File: config.mk
export PLATFORM = sky130hd
export DESIGN_NAME = fixed_block_pool_allocator_top
export DESIGN_NICKNAME = d
export VERILOG_FILES = /design/src/sv/fbpa_pkg.sv /design/src/sv/fbpa_ctrl.sv /design/src/sv/fbpa_datapath.sv /design/src/sv/fixed_block_pool_allocator_top.sv
export SDC_FILE = /design/constraint.sdc
export NUM_CORES = 2
export LEC_CHECK = 0
export BUFFER_PORTS_ARGS = -buffer_cell sky130_fd_sc_hd__buf_4
export CORE_UTILIZATION = 35
export DETAILED_ROUTE_END_ITERATION = 12
export SYNTH_ARGS = -nofsm -noshare
export SYNTH_HDL_FRONTEND = slang
export SYNTH_SLANG_ARGS = --single-unit
File: constraint.sdc
create_clock -name i_clk -period 16.04 [get_ports i_clk]
set_input_delay 1.604 -clock i_clk [delete_from_list [all_inputs] [get_ports i_clk]]
set_output_delay 1.604 -clock i_clk [all_outputs]
set_load 0.05 [all_outputs]
File: src/sv/fbpa_pkg.sv
`timescale 1ns / 1ps

package fbpa_pkg;

    localparam int unsigned CW = 9;
    localparam int unsigned BW = 17;

    localparam logic [0:0] CFG_NUM_BLOCKS  = 1'b0;
    localparam logic [0:0] CFG_BLOCK_BYTES = 1'b1;

    localparam logic [CW-1:0] NUM_BLOCKS_RST  = 9'd256;
    localparam logic [BW-1:0] BLOCK_BYTES_RST = 17'd64;
    localparam logic [BW-1:0] BLOCK_BYTES_MIN = 17'd4;
    localparam logic [BW-1:0] BLOCK_BYTES_MAX = 17'd65536;

    typedef enum logic [1:0] {
        OP_ALLOC    = 2'd0,
        OP_FREE     = 2'd1,
        OP_FREE_ALL = 2'd2
    } t_opcode;

    typedef enum logic [1:0] {
        ST_OK     = 2'd0,
        ST_EMPTY  = 2'd1,
        ST_REJECT = 2'd2
    } t_status;

    typedef enum logic {
        S_IDLE,
        S_EXEC
    } t_state;

    typedef struct packed {
        logic capture;
        logic exec;
    } t_ctrl_cmd;

    typedef struct packed {
        logic out_blocked;
    } t_dp_status;

endpackage

File: src/sv/fbpa_ctrl.sv
`timescale 1ns / 1ps

module fbpa_ctrl (
    input  logic                i_clk,
    input  logic                i_rst_n,
    input  logic                i_in_valid,
    output logic                o_in_stall,
    input  fbpa_pkg::t_dp_status i_status,
    output fbpa_pkg::t_ctrl_cmd  o_cmd
);
    import fbpa_pkg::*;

    t_state r_state;
    t_state n_state;

    always_ff @(posedge i_clk) begin
        if (!i_rst_n) begin
            r_state <= S_IDLE;
        end else begin
            r_state <= n_state;
        end
    end

    always_comb begin
        n_state       = r_state;
        o_cmd.capture = 1'b0;
        o_cmd.exec    = 1'b0;
        o_in_stall    = 1'b1;
        unique case (r_state)
            S_IDLE: begin
                o_in_stall = 1'b0;
                if (i_in_valid) begin
                    o_cmd.capture = 1'b1;
                    n_state       = S_EXEC;
                end
            end
            S_EXEC: begin
                if (!i_status.out_blocked) begin
                    o_cmd.exec = 1'b1;
                    n_state    = S_IDLE;
                end
            end
        endcase
    end

`ifndef SYNTHESIS
    a_exec_not_blocked: assert property (@(posedge i_clk) disable iff (!i_rst_n)
        o_cmd.exec |-> !i_status.out_blocked)
        else $error("update issued while result held");
    a_capture_then_exec_state: assert property (@(posedge i_clk) disable iff (!i_rst_n)
        o_cmd.capture |=> (r_state == S_EXEC) && o_in_stall)
        else $error("capture did not enter update");
    a_no_capture_busy: assert property (@(posedge i_clk) disable iff (!i_rst_n)
        (r_state == S_EXEC) |-> !o_cmd.capture)
        else $error("capture while busy");
`endif

endmodule

File: src/sv/fbpa_datapath.sv
`timescale 1ns / 1ps

module fbpa_datapath #(
    parameter int unsigned MAX_BLOCKS = 256
) (
    input  logic                 i_clk,
    input  logic                 i_rst_n,
    input  logic                 i_cfg_we,
    input  logic [0:0]           i_cfg_index,
    input  logic [16:0]          i_cfg_data,
    input  logic [1:0]           i_in_opcode,
    input  logic [7:0]           i_in_block_index,
    input  fbpa_pkg::t_ctrl_cmd  i_cmd,
    output fbpa_pkg::t_dp_status o_status,
    output logic                 o_out_valid,
    input  logic                 i_out_stall,
    output logic [1:0]           o_out_status,
    output logic [7:0]           o_out_granted_index,
    output logic [23:0]          o_out_byte_offset,
    output logic [8:0]           o_out_free_count
);
    import fbpa_pkg::*;

    localparam int unsigned AW = (MAX_BLOCKS > 1) ? $clog2(MAX_BLOCKS) : 1;

    logic [CW-1:0] r_link [MAX_BLOCKS];
    logic [CW-1:0] r_rd_data;

    logic [CW-1:0] r_num_blocks;
    logic [BW-1:0] r_block_bytes;
    logic [CW-1:0] r_head;
    logic [CW-1:0] n_head;
    logic [CW-1:0] r_free;
    logic [CW-1:0] n_free;
    logic [CW-1:0] r_init;
    logic [CW-1:0] n_init;
    logic [1:0]    r_op;
    logic [7:0]    r_idx;

    logic          r_out_valid;
    logic [1:0]    r_out_status;
    logic [7:0]    r_out_granted;
    logic [23:0]   r_out_offset;
    logic [CW-1:0] r_out_free;

    logic [CW-1:0] eff_n;
    logic [BW-1:0] eff_bytes;
    logic          wr_en;
    logic [CW-1:0] wr_addr;
    logic [CW-1:0] wr_data;
    logic [CW-1:0] link_val;
    logic [CW-1:0] free_dec;
    logic [1:0]    res_status;
    logic [7:0]    res_granted;
    logic [24:0]   product;

    always_comb begin
        if (r_num_blocks == '0) begin
            eff_n = CW'(1);
        end else if (32'(r_num_blocks) > 32'(MAX_BLOCKS)) begin
            eff_n = CW'(MAX_BLOCKS);
        end else begin
            eff_n = r_num_blocks;
        end
        if (r_block_bytes < BLOCK_BYTES_MIN) begin
            eff_bytes = BLOCK_BYTES_MIN;
        end else if (r_block_bytes > BLOCK_BYTES_MAX) begin
            eff_bytes = BLOCK_BYTES_MAX;
        end else begin
            eff_bytes = r_block_bytes;
        end
    end

    always_ff @(posedge i_clk) begin
        if (!i_rst_n) begin
            r_num_blocks  <= NUM_BLOCKS_RST;
            r_block_bytes <= BLOCK_BYTES_RST;
        end else if (i_cfg_we) begin
            unique case (i_cfg_index)
                CFG_NUM_BLOCKS:  r_num_blocks  <= i_cfg_data[CW-1:0];
                CFG_BLOCK_BYTES: r_block_bytes <= i_cfg_data;
            endcase
        end
    end

    // link store, read at capture, written at update
    always_ff @(posedge i_clk) begin
        if (i_cmd.capture) begin
            r_rd_data <= r_link[AW'(r_head)];
        end
        if (wr_en) begin
            r_link[AW'(wr_addr)] <= wr_data;
        end
    end

    always_ff @(posedge i_clk) begin
        if (i_cmd.capture) begin
            r_op  <= i_in_opcode;
            r_idx <= i_in_block_index;
        end
    end

    assign free_dec = r_free - CW'(1);
    assign product  = 25'(res_granted) * 25'(eff_bytes);

    always_comb begin
        n_head      = r_head;
        n_free      = r_free;
        n_init      = r_init;
        wr_en       = 1'b0;
        wr_addr     = r_init;
        wr_data     = r_init + CW'(1);
        res_status  = ST_OK;
        res_granted = '0;
        link_val    = r_rd_data;
        unique case (t_opcode'(r_op))
            OP_ALLOC: begin
                if (r_init < eff_n) begin
                    wr_en  = i_cmd.exec;
                    n_init = r_init + CW'(1);
                end
                // lazy link of the head entry in this same transaction
                if ((r_init < eff_n) && (r_init == r_head)) begin
                    link_val = r_init + CW'(1);
                end else if (32'(r_head) >= 32'(MAX_BLOCKS)) begin
                    link_val = '0;
                end
                if (r_free != '0) begin
                    res_granted = r_head[7:0];
                    n_free      = free_dec;
                    if (free_dec != '0) begin
                        n_head = link_val;
                    end
                end else begin
                    res_status = ST_EMPTY;
                end
            end
            OP_FREE: begin
                if ((CW'(r_idx) < eff_n) && (r_free < eff_n)) begin
                    wr_en   = i_cmd.exec;
                    wr_addr = CW'(r_idx);
                    wr_data = (r_free != '0) ? r_head : eff_n;
                    n_head  = CW'(r_idx);
                    n_free  = r_free + CW'(1);
                end else begin
                    res_status = ST_REJECT;
                end
            end
            OP_FREE_ALL: begin
                n_free = eff_n;
                n_init = '0;
                n_head = '0;
            end
            default: begin
            end
        endcase
    end

    always_ff @(posedge i_clk) begin
        if (!i_rst_n) begin
            r_head <= '0;
            r_free <= NUM_BLOCKS_RST;
            r_init <= '0;
        end else if (i_cmd.exec) begin
            r_head <= n_head;
            r_free <= n_free;
            r_init <= n_init;
        end
    end

    always_ff @(posedge i_clk) begin
        if (!i_rst_n) begin
            r_out_valid <= 1'b0;
        end else if (i_cmd.exec) begin
            r_out_valid <= 1'b1;
        end else if (!i_out_stall) begin
            r_out_valid <= 1'b0;
        end
    end

    always_ff @(posedge i_clk) begin
        if (i_cmd.exec) begin
            r_out_status  <= res_status;
            r_out_granted <= res_granted;
            r_out_offset  <= product[23:0];
            r_out_free    <= n_free;
        end
    end

    assign o_status.out_blocked = r_out_valid & i_out_stall;
    assign o_out_valid          = r_out_valid;
    assign o_out_status         = r_out_status;
    assign o_out_granted_index  = r_out_granted;
    assign o_out_byte_offset    = r_out_offset;
    assign o_out_free_count     = r_out_free;

`ifndef SYNTHESIS
    a_exec_sets_valid: assert property (@(posedge i_clk) disable iff (!i_rst_n)
        i_cmd.exec |=> r_out_valid)
        else $error("result lost after update");
    a_no_grant_zero: assert property (@(posedge i_clk) disable iff (!i_rst_n)
        (r_out_valid && (r_out_status != ST_OK)) |->
            (r_out_granted == '0) && (r_out_offset == '0))
        else $error("grant fields set without a grant");
    a_free_bound: assert property (@(posedge i_clk) disable iff (!i_rst_n)
        32'(r_free) <= 32'(MAX_BLOCKS))
        else $error("free count above pool size");
    a_state_held: assert property (@(posedge i_clk) disable iff (!i_rst_n)
        !i_cmd.exec |=> $stable(r_free) && $stable(r_head) && $stable(r_init))
        else $error("pool state changed outside update");
`endif

endmodule

File: src/sv/fixed_block_pool_allocator_top.sv
`timescale 1ns / 1ps

// Fixed-size block pool allocator. Each transaction allocates a block, frees one
// block or frees the whole pool, and returns one result with status, granted index,
// byte offset and the free count after the request. When a request is accepted, the
// head's link entry is read from the synchronous link store; the update state that
// follows updates the pool and loads the result register, and no new request is
// accepted until that update is done. The input stalls during the update state, and
// the update is held off for as long as the previous result is still waiting on a
// stalled output. The free list is linked lazily, so no clearing pass follows reset
// or free-all; num_blocks and block_bytes are clamped to their legal ranges where
// used and should be written only while idle.
module fixed_block_pool_allocator_top #(
    parameter int unsigned MAX_BLOCKS = 256
) (
    input  logic        i_clk,
    input  logic        i_rst_n,
    input  logic        i_cfg_we,
    input  logic [0:0]  i_cfg_index,
    input  logic [16:0] i_cfg_data,
    input  logic        i_in_valid,
    output logic        o_in_stall,
    input  logic [1:0]  i_in_opcode,
    input  logic [7:0]  i_in_block_index,
    output logic        o_out_valid,
    input  logic        i_out_stall,
    output logic [1:0]  o_out_status,
    output logic [7:0]  o_out_granted_index,
    output logic [23:0] o_out_byte_offset,
    output logic [8:0]  o_out_free_count
);
    import fbpa_pkg::*;

    t_ctrl_cmd  cmd;
    t_dp_status dp_status;

    fbpa_ctrl u_ctrl (
        .i_clk      (i_clk),
        .i_rst_n    (i_rst_n),
        .i_in_valid (i_in_valid),
        .o_in_stall (o_in_stall),
        .i_status   (dp_status),
        .o_cmd      (cmd)
    );

    fbpa_datapath #(
        .MAX_BLOCKS (MAX_BLOCKS)
    ) u_datapath (
        .i_clk               (i_clk),
        .i_rst_n             (i_rst_n),
        .i_cfg_we            (i_cfg_we),
        .i_cfg_index         (i_cfg_index),
        .i_cfg_data          (i_cfg_data),
        .i_in_opcode         (i_in_opcode),
        .i_in_block_index    (i_in_block_index),
        .i_cmd               (cmd),
        .o_status            (dp_status),
        .o_out_valid         (o_out_valid),
        .i_out_stall         (i_out_stall),
        .o_out_status        (o_out_status),
        .o_out_granted_index (o_out_granted_index),
        .o_out_byte_offset   (o_out_byte_offset),
        .o_out_free_count    (o_out_free_count)
    );

endmodule
==> summary.txt <==
Clock tree
  – Root Buffer: clkbuf_16
  – CTS sink count: 2421
  – CTS hold repair buffers: 0
  – Clock buffer count from CTS: 238
  – Resize count post-CTS: 0
  – Clk_lat worst skew: 0.92 ns
  – Number of H-tree levels: 4
  – Clock-pin transition on the worst setup and hold timing paths: 0.07 ns
  – CTS tree: done
  – Number of post-CTS setup repair buffers: 0
  – Clock Path Buffers: 4

Critical path
  – Arrival time worst endpoint: 8.31 ns
  – CP Max Fanout: 20
  – Slowest-stage cell, CP: nor2_1
  – CP cell instances: inv_1 -> ha_1 -> nand4b_1 -> and2_1 -> nand2_1 -> nor2_1 -> and2_1 -> fa_1 -> fa_1 -> fa_1 -> inv_1 -> fa_1 -> inv_1 -> ha_1 -> or4_1 -> o22ai_1 -> o21ai_0 -> o21ai_0 -> o211ai_1 -> a21oi_1 -> xnor2_1
  – Worst Setup End Kind: flip-flop
  – CP startpoint kind: flip-flop
  – Worst EP required: 16.67 ns
  – Crit path launch: u_datapath.r_free[0]$_SDFFE_PN0P_
  – Cell repeated most along the worst path: fa_1
  – Cell family with most CP delay: simple AND/OR/NAND/NOR gates
  – WP buf/inv: 3
  – Crit Path Category: reg2reg
  – Crit-path max cell delay: 0.70 ns
  – FF-to-FF Start: u_datapath.r_free[0]$_SDFFE_PN0P_

Floorplan
  – Io pins: 78
  – FP Rows: 195
  – Die area: 0.286 mm2
  – Die width: 535 um
  – Initial Util: 0.352
  – Core area: 0.283 mm2
  – Die H: 535 um

Timing
  – Layout Skew: 0.0723 ns
  – RSZ-0062 raised after global routing: false
  – Final Max Slew Viols: 0
  – Worst-Margin Slew: 1.41 ns
  – Final setup vio count: 0
  – Post-Route Setup TNS: 0 ns
  – Final hold vios: 0
  – Final period util: 0.479
  – Slew margin rel.: 0.0588
  – Minimum clock period: 7.68 ns
  – Fmax: 130 MHz

Power
  – Reg power frac: 0.517
  – P per Cell Area: 124 mW/mm2
  – Peak supply drop: 0.0967 mV
  – P_leak: 35.6 nW
  – Clk pwr share: 0.390
  – Combinational power share: 0.093
  – Psw: 0.00323 W
  – Switching share of power: 0.232
  – Int Power: 0.0107 W

Route
  – DRT iter0 DRCs: 4837
  – Mean number of vias per cell: 5.43
  – WL/cell: 26.8 um
  – Final wirelength: 240000 um
  – First-pass iteration count of the detailed router: 6
  – Via count: 48600
  – DRC violations left: 0
  – Antenna-violating nets left: 0

Min path
  – Hold Startpoint: u_datapath.r_num_blocks[4]$_SDFFE_PN0P_
  – Hold Crit Class: reg2reg

GRT
  – Total global routing overflow: 0
  – Vias in the first global route: 49400
  – Total GRT Usage: 0.166
  – First-pass GRT wire length: 350000 um
  – Largest net degree at the start of global routing: 213
  – Initial antenna violation count: 4

Placed design
  – DP Wirelength: 143000 um
  – Placed instance area: 0.104 mm2
  – Placer Congestion: 0.836
  – IO Port Bufs: 77

Cells and area
  – Fillcell total: 24900
  – Area of the multi-input gates: 0.0258 mm2
  – Design area: 0.112 mm2
  – Register cell area after layout: 0.0722 mm2
  – Share of cells above drive strength 1: 0.246
  – Nets: 5201
  – Synth-to-layout area growth: 12.4%

Logic synthesis
  – Seq/Total Area, Yosys: 0.725
  – Ys Warns: 0
  – Synthesized instance count: 4890
  – Flops & latches, synth: 2421
  – Top_reg_cell synth: edfxtp_1
  – Post-synth EDFFs: 2366
  – Post-Syn Nets: 5087
  – Post-synthesis async set-or-reset flop share: 0
  – Synthesized cell area: 0.0995 mm2
  – Syn Area/Cell: 20.3 um2
  – Distinct cells, synth: 65

Status
  – Status: finished, final reports clean

Run
  – Max Cap Viol: 0
-- cell type report --
class | count | share of cell area
clock buffer | 288 | 0.0553
tap | 3743 | 0.0419
multi-input combinational | 2051 | 0.231
antenna | 1 | 0.0000224
inverter | 131 | 0.00440
clock inverter | 145 | 0.0112
timing repair buffer | 161 | 0.0115
sequential | 2421 | 0.645
-- placed cells by master (no fill, tap or decap), drive strengths merged, types with 8 or more instances in the layout --
cell type  synthesis  final
mux4             756    756
a21o              17     17
fa                89     89
nand4             11     11
o211ai             8      8
xnor2             26     26
a31oi             67     67
a211oi            13     13
and3              13     13
and2              88     88
buf              128    161
nor2             368    368
a21oi             72     72
dfxtp             55     55
edfxtp          2366   2366
clkbuf           159    288
nand2b            13     13
clkinv             2    110
nor2b             14     14
xor2              16     16
o21a              12     12
nand2            143    143
bufinv             0     20
nor4              14     14
a22oi             18     18
nand3             24     24
inv              129    138
clkinvlp           0      8
nor3              87     87
o21ai             39     39
ha                75     75
-- synth_stat cells (all sizes together) (3+ instances only) --
library cell,count,area (um2)
o22a,3,26.3
o31ai,5,37.5
o211ai,8,60.1
or4,3,22.5
nor2b,14,87.6
nand4,11,68.8
ha,75,938
xor2,16,140
or2,3,18.8
buf,128,627
nand3,24,120
xnor2,26,228
fa,89,1780
a311oi,7,61.3
and3,13,81.3
a31oi,67,419
a211oi,13,97.6
inv,129,484
nor3,87,435
clkbuf,159,597
dfxtp,55,1100
nor2,368,1380
a22oi,18,135
edfxtp,2366,71000
o221ai,4,35.0
a21o,17,128
a21oi,72,360
o21ai,39,195
mux4,756,17000
o21a,12,90.1
o21bai,4,30.0
nand2,143,537
nand2b,13,81.3
mux2i,4,40.0
a2bb2oi,5,43.8
and2,88,551
nor4,14,93.8
a221oi,3,26.3
-- worst min-delay path, cell delays in order, from the launching register on --
cell and delay, ns:
dfxtp_1 0.32, nand2_1 0.06, a21oi_1 0.05
-- final timing paths --
check,to,slack [ns],cells past startpoint
worst max-delay path,u_datapath.o_out_byte_offset[22]$_DFFE_PP_,8.36,21
worst max register to register,u_datapath.o_out_byte_offset[22]$_DFFE_PP_,8.36,21
worst min register to register,u_datapath.r_num_blocks[4]$_SDFFE_PN0P_,0.48,2
worst min-delay path,u_datapath.r_num_blocks[4]$_SDFFE_PN0P_,0.48,2
-- per-stage QoR --
step                 util  setup slack, ns  std cells  hold slack [ns]  power (W)
floorplan               -             4.86       4890            0.436    0.00820
global route        0.396             7.92       8941            0.509     0.0143
global placement    0.370             8.51       8507            0.461    0.00860
CTS                 0.396             8.43       8940            0.475     0.0140
finish              0.396             8.36       8941            0.477     0.0139
detailed placement  0.370             8.45       8507            0.465    0.00862
-- power by group through the flow --
stage	registers (W)	logic, W	clock network (W)
3_5_place_dp	0.00731	0.00131	0
5_1_grt	0.00718	0.00136	0.00572
4_1_cts	0.00718	0.00131	0.00550
2_1_floorplan	0.00739	0.000808	0
6_report	0.00718	0.00129	0.00541
3_3_place_gp	0.00731	0.00129	0
-- flip-flops by register name, indices dropped and copies added, names as in the netlist --
name                            count
u_datapath.o_out_granted_index      8
u_datapath.r_idx                    8
u_datapath.r_op                     2
u_datapath.r_block_bytes           17
u_datapath.o_out_byte_offset       24
u_datapath.o_out_status             2
u_datapath.o_out_valid              1
u_datapath.r_link                2304
u_datapath.r_free                   9
u_datapath.o_out_free_count         9
u_datapath.r_num_blocks             9
u_ctrl.r_state                      1
u_datapath.r_init                   9
u_datapath.r_head                   9
u_datapath.r_rd_data                9
-- layer usage --
layer | global-route usage | wire [um] | part of all wire
met1 | 0.231 | 101000 | 0.42
met2 | 0.273 | 117000 | 0.49
met3 | 0.0245 | 16000 | 0.067
met4 | 0.0428 | 5440 | 0.023
met5 | 0 | 0 | 0
-- cell families (layout without fill, tap and decap cells) --
group | Yosys count | after routing | synth area share
other | 0 | 1 | 0
buffers and inverters | 418 | 725 | 0.0172
multiplexers | 760 | 760 | 0.172
adder cells (fa/ha/maj) | 164 | 164 | 0.0273
AO/OA/AOI/OAI | 296 | 296 | 0.0194
flip-flops | 2421 | 2421 | 0.725
XOR/XNOR | 42 | 42 | 0.00370
AND/OR/NAND/NOR | 789 | 789 | 0.0356
(Power assumes the default switching activity.)
